File: config.mk
export PLATFORM = sky130hd
export DESIGN_NAME = dlp_ctrl
export DESIGN_NICKNAME = d
export VERILOG_FILES = /design/src/hw/rtl/dlp_pkg.sv /design/src/hw/rtl/dlp_ctrl.sv
export VERILOG_INCLUDE_DIRS = /design/src /design/src/hw/rtl
export SDC_FILE = /design/constraint.sdc
export NUM_CORES = 1
export LEC_CHECK = 0
export BUFFER_PORTS_ARGS = -buffer_cell sky130_fd_sc_hd__buf_4
export CAP_MARGIN = 20
export CORE_UTILIZATION = 40
export DETAILED_ROUTE_END_ITERATION = 10
export PLACE_DENSITY = 0.64
export SETUP_SLACK_MARGIN = 0.05
export SKIP_CTS_REPAIR_TIMING = 1
export SYNTH_ARGS = -nofsm -noshare
export SYNTH_HDL_FRONTEND = slang
export SYNTH_SLANG_ARGS = --single-unit
File: constraint.sdc
create_clock -name clk -period 2.6 [get_ports clk]
set_clock_uncertainty 0.05 [all_clocks]
set_input_delay 0.52 -clock clk [delete_from_list [all_inputs] [get_ports clk]]
set_output_delay 0.52 -clock clk [all_outputs]
set_load 0.05 [all_outputs]
File: src/hw/rtl/dag_longest_path_parent_defines.svh
// Assertion macros for the longest-path parent RTL.
`ifndef DAG_LONGEST_PATH_PARENT_DEFINES_SVH
`define DAG_LONGEST_PATH_PARENT_DEFINES_SVH
`ifndef ASSERT_OFF
`define DLP_ASSERT(label, prop, msg) \
	label: assert property (@(posedge clk) disable iff (!arst_n) prop) else $error(msg);
`define DLP_ASSERT_ALWAYS(label, prop, msg) \
	label: assert property (@(posedge clk) prop) else $error(msg);
`else
`define DLP_ASSERT(label, prop, msg)
`define DLP_ASSERT_ALWAYS(label, prop, msg)
`endif
`endif

File: src/hw/rtl/dlp_pkg.sv
// Types and constants shared by the longest-path parent controller and datapath.
package dlp_pkg;

	localparam int NODE_W = 11;

	typedef enum logic [4:0] {
		OP_IDLE,
		OP_LOAD,
		OP_INC,
		OP_QUERY,
		OP_QOUT,
		OP_SWEEP_ALL,
		OP_SWEEP_FIND,
		OP_SWEEP_DEG,
		OP_ROOT,
		OP_FIN,
		OP_POP,
		OP_NOW,
		OP_EDGE0,
		OP_ERD,
		OP_ECHK,
		OP_ENEXT,
		OP_UPD
	} dlp_op_t;

	typedef struct packed {
		dlp_op_t op;
		logic    sweep_init;
	} dlp_cmd_t;

	typedef struct packed {
		logic sweep_done;
		logic root_found;
		logic queue_empty;
		logic edge_more;
		logic edge_match;
	} dlp_sts_t;

endpackage

File: src/hw/rtl/dlp_ctrl.sv
// Controller state machine of the longest-path parent block.
`include "dag_longest_path_parent_defines.svh"
module dlp_ctrl (
	input  logic              clk,
	input  logic              arst_n,
	input  logic              in_valid,
	output logic              in_ready,
	input  logic              req_type,
	input  logic              last_edge,
	output logic              out_valid,
	input  logic              out_ready,
	output dlp_pkg::dlp_cmd_t cmd,
	input  dlp_pkg::dlp_sts_t sts
);
	import dlp_pkg::*;

	typedef enum logic [3:0] {
		S_CLR,
		S_IDLE,
		S_QOUT,
		S_INC,
		S_FIND,
		S_POP,
		S_NOW,
		S_EDGE0,
		S_ERD,
		S_ECHK,
		S_UPD,
		S_DEG
	} state_t;

	state_t state_q, state_d;
	logic   out_valid_q;
	logic   last_q;

	assign in_ready  = (state_q == S_IDLE) && (!out_valid_q || out_ready);
	assign out_valid = out_valid_q;

	always_comb begin
		cmd.op         = OP_IDLE;
		cmd.sweep_init = 1'b0;
		state_d        = state_q;
		case (state_q)
			S_CLR: begin
				if (sts.sweep_done) begin
					state_d = S_IDLE;
				end else begin
					cmd.op = OP_SWEEP_ALL;
				end
			end
			S_IDLE: begin
				if (in_valid && in_ready) begin
					if (req_type) begin
						cmd.op  = OP_QUERY;
						state_d = S_QOUT;
					end else begin
						cmd.op  = OP_LOAD;
						state_d = S_INC;
					end
				end
			end
			S_QOUT: begin
				cmd.op  = OP_QOUT;
				state_d = S_IDLE;
			end
			S_INC: begin
				cmd.op = OP_INC;
				if (last_q) begin
					cmd.sweep_init = 1'b1;
					state_d        = S_FIND;
				end else begin
					state_d = S_IDLE;
				end
			end
			S_FIND: begin
				if (!sts.sweep_done) begin
					cmd.op = OP_SWEEP_FIND;
				end else if (sts.root_found) begin
					cmd.op  = OP_ROOT;
					state_d = S_POP;
				end else begin
					cmd.op         = OP_FIN;
					cmd.sweep_init = 1'b1;
					state_d        = S_DEG;
				end
			end
			S_POP: begin
				if (sts.queue_empty) begin
					cmd.op         = OP_FIN;
					cmd.sweep_init = 1'b1;
					state_d        = S_DEG;
				end else begin
					cmd.op  = OP_POP;
					state_d = S_NOW;
				end
			end
			S_NOW: begin
				cmd.op  = OP_NOW;
				state_d = S_EDGE0;
			end
			S_EDGE0: begin
				cmd.op  = OP_EDGE0;
				state_d = S_ERD;
			end
			S_ERD: begin
				if (sts.edge_more) begin
					cmd.op  = OP_ERD;
					state_d = S_ECHK;
				end else begin
					state_d = S_POP;
				end
			end
			S_ECHK: begin
				if (sts.edge_match) begin
					cmd.op  = OP_ECHK;
					state_d = S_UPD;
				end else begin
					cmd.op  = OP_ENEXT;
					state_d = S_ERD;
				end
			end
			S_UPD: begin
				cmd.op  = OP_UPD;
				state_d = S_ERD;
			end
			S_DEG: begin
				if (sts.sweep_done) begin
					state_d = S_IDLE;
				end else begin
					cmd.op = OP_SWEEP_DEG;
				end
			end
			default: state_d = S_CLR;
		endcase
	end

	always_ff @(posedge clk or negedge arst_n) begin
		if (!arst_n) begin
			state_q     <= S_CLR;
			out_valid_q <= 1'b0;
			last_q      <= 1'b0;
		end else begin
			state_q <= state_d;
			if (state_q == S_IDLE && in_valid && in_ready && !req_type) begin
				last_q <= last_edge;
			end
			if (state_q == S_QOUT) begin
				out_valid_q <= 1'b1;
			end else if (out_ready) begin
				out_valid_q <= 1'b0;
			end
		end
	end

	`DLP_ASSERT(a_ready_room, in_ready |-> (!out_valid_q || out_ready), "input taken with output slot full")
	`DLP_ASSERT(a_query_then_out, (in_valid && in_ready && req_type) |=> (state_q == S_QOUT), "query beat not followed by result capture")
	`DLP_ASSERT_ALWAYS(a_qout_slot_free, (state_q == S_QOUT) |-> !out_valid_q, "result captured over a waiting result")
	`DLP_ASSERT(a_out_from_qout, $rose(out_valid_q) |-> $past(state_q == S_QOUT), "result raised without a query")

endmodule

==> impl_metrics.tcl <==
set metrics [dict create \
    fmax_mhz 412 \
    vias_per_cell 5.52 \
    drt_pass1_iterations 4 \
    drc 0 \
    diodes 0 \
    status "finished, final reports clean" \
    setup_viol 0 \
    relSlewSlack 0.630 \
    reg2reg_depth 4 \
    slew_viol_final 0 \
    grt_pass1_wl_um 3010 \
    totalWireLength_um 1820 \
    synthToLayoutAreaGrowth_pct 20.7 \
    ys_seq_area_frac 0.204 \
    cts_root_buf "clkbuf_4" \
    die_w_um 44.9 \
    nets 128 \
    clockBufferDepth 2 \
    hold_viol_final 0 \
    placed_area_sq_um 865 \
    grt_max_degree 21 \
    rows 15 \
    cp-start-kind "flip-flop" \
    num-fill-cells 184 \
    clk_pin_slew_ns 0.05 \
    arrival_ns 1.86 \
    track_usage 0.201 \
    grt_pass1_vias 638 \
    port_buffers 18 \
    tightest_slew_ns 0.555 \
    multiInputGateArea_sq_um 522 \
    syn-cell-area_sq_um 737 \
    cts.sinks 6 \
    drtIter0Drc 25 \
    async_flop_share 1.00 \
    post-route-period-util 0.933 \
    antenna_left 0 \
    end_kind "output pin" \
    min_path_type "input port to async pin" \
    synth_cell_type_count 41 \
    num_vias 773 \
    final_cell_area_sq_um 890 \
    ys_warn_count 0 \
    synth-main-ff-cell "dfrtp_1" \
    gr-total-overflow 0 \
    layout_common_cells "19 x buf_4, 11 x nor2_1, 10 x nand2b_1, 10 x nand2_1" \
    hpwlAfterDp_um 1380 \
    cts_tree "built" \
    synth_nets 111 \
    seq_area_sq_um 153 \
    cp_max_fo 15 \
    cap_viol_max_count 0 \
    leakage_nw 0.390 \
    power_density_nw_per_um2 1350 \
    ys_seq_elements 6 \
    layout-drive-gt1-share 0.296 \
    core_sq_um 1730 \
    synthCells 100 \
    synth_area_per_cell_sq_um 7.37 \
    die_y_um 44.9 \
    min_period_ns 2.43 \
    synth_edf_count 0 \
    r2r_slack_ns 0.90 \
    fin_setup_tns_ns 0 \
    cts_buffers 3 \
    r2r_start "state_q[1]" \
    worstPathRequired_ns 2.03 \
    layout_commonest_cell "buf_4" \
    ctsHtreeMaxLevel 1 \
    start_util 0.427 \
    wl_per_cell_um 13.0 \
    worstReg2RegEnd "last_q" \
    ir_drop_uv 774 \
    antenna_found_initial 0 \
    insertion_delay_ns 0.25 \
    post-route-util 0.515 \
    die-area_sq_um 2020 \
    setup.worst_path.class "flip-flop to output pin" \
    io_pins 19 \
    rsz0062_at_grt "no" \
    place.gp.congestion 0.818 \
]
[state kept, by name (all words and copies together) (netlist names)]
signal / cells
state_q: 4
last_q: 1
out_valid: 1
[Yosys cell counts (all sizes together), types with 2 or more instances]
| cell | n | share of area |
|---|---|---|
| o22ai | 4 | 0.034 |
| o21ai | 9 | 0.066 |
| buf | 6 | 0.044 |
| nand2 | 10 | 0.051 |
| inv | 5 | 0.025 |
| nor3 | 2 | 0.020 |
| nor2b | 3 | 0.025 |
| nor2 | 12 | 0.065 |
| a221oi | 2 | 0.032 |
| a31oi | 2 | 0.017 |
| o31ai | 2 | 0.020 |
| a211oi | 2 | 0.020 |
| dfrtp | 6 | 0.20 |
| mux2i | 2 | 0.027 |
| or2 | 2 | 0.017 |
| a21oi | 4 | 0.032 |
| nand2b | 10 | 0.085 |
[worst max-delay path by stage]
stage	from	end	slack, ns	cells past startpoint
3_5_place_dp	sts[4]	cmd[1]	0.37	6
5_1_grt	state_q[1]	cmd[2]	0.06	5
4_1_cts	state_q[0]	cmd[1]	0.12	5
6_report	state_q[1]	cmd[2]	0.17	5
2_1_floorplan	state_q[0]	cmd[3]	0.07	5
3_3_place_gp	state_q[3]	cmd[2]	0.37	5
[per-layer routing]
layer / up-vias / wire length [um] / track usage
met5: - / 0 / 0
met4: 0 / 0 / 0.0364
met3: 0 / 57 / 0.0360
met2: 16 / 869 / 0.299
met1: 363 / 889 / 0.306
li1: 394 / - / -
[critical path, cell delays in order (launching register included)]
cell and delay, ns:
dfrtp_1 0.64, nor2_1 0.20, nand2_1 0.19, nor2_1 0.06, a221o_1 0.34, buf_4 0.19
[final cells by class]
type,instances,area share
multi-input combinational,82,0.586
tap,25,0.0352
timing repair buffer,19,0.160
sequential,6,0.172
inverter,5,0.0211
clock buffer,3,0.0253
[report_power, final]
group	switching, mW	total (mW)	leakage [nW]	internal (mW)
clock network	0.0350	0.0873	0.0138	0.0523
logic	0.531	0.850	0.303	0.320
registers	0.127	0.265	0.0734	0.138
[per-stage QoR]
step                      power, mW  hold WS [ns]  setup slack, ns  cells
after global placement         1.11         0.278            0.373    137
after CTS                      1.20        0.0139            0.121    140
after global routing           1.29       0.00877           0.0596    140
after detailed placement       1.11         0.280            0.369    137
after floorplan               0.917         0.174           0.0681    100
final                          1.20        0.0141            0.174    140
[kinds of logic after synthesis]
family,synth area share
compound gates,0.333
mux,0.0424
buf+inv,0.0883
simple gates,0.333
flops,0.204
(Power assumes the default switching activity.)
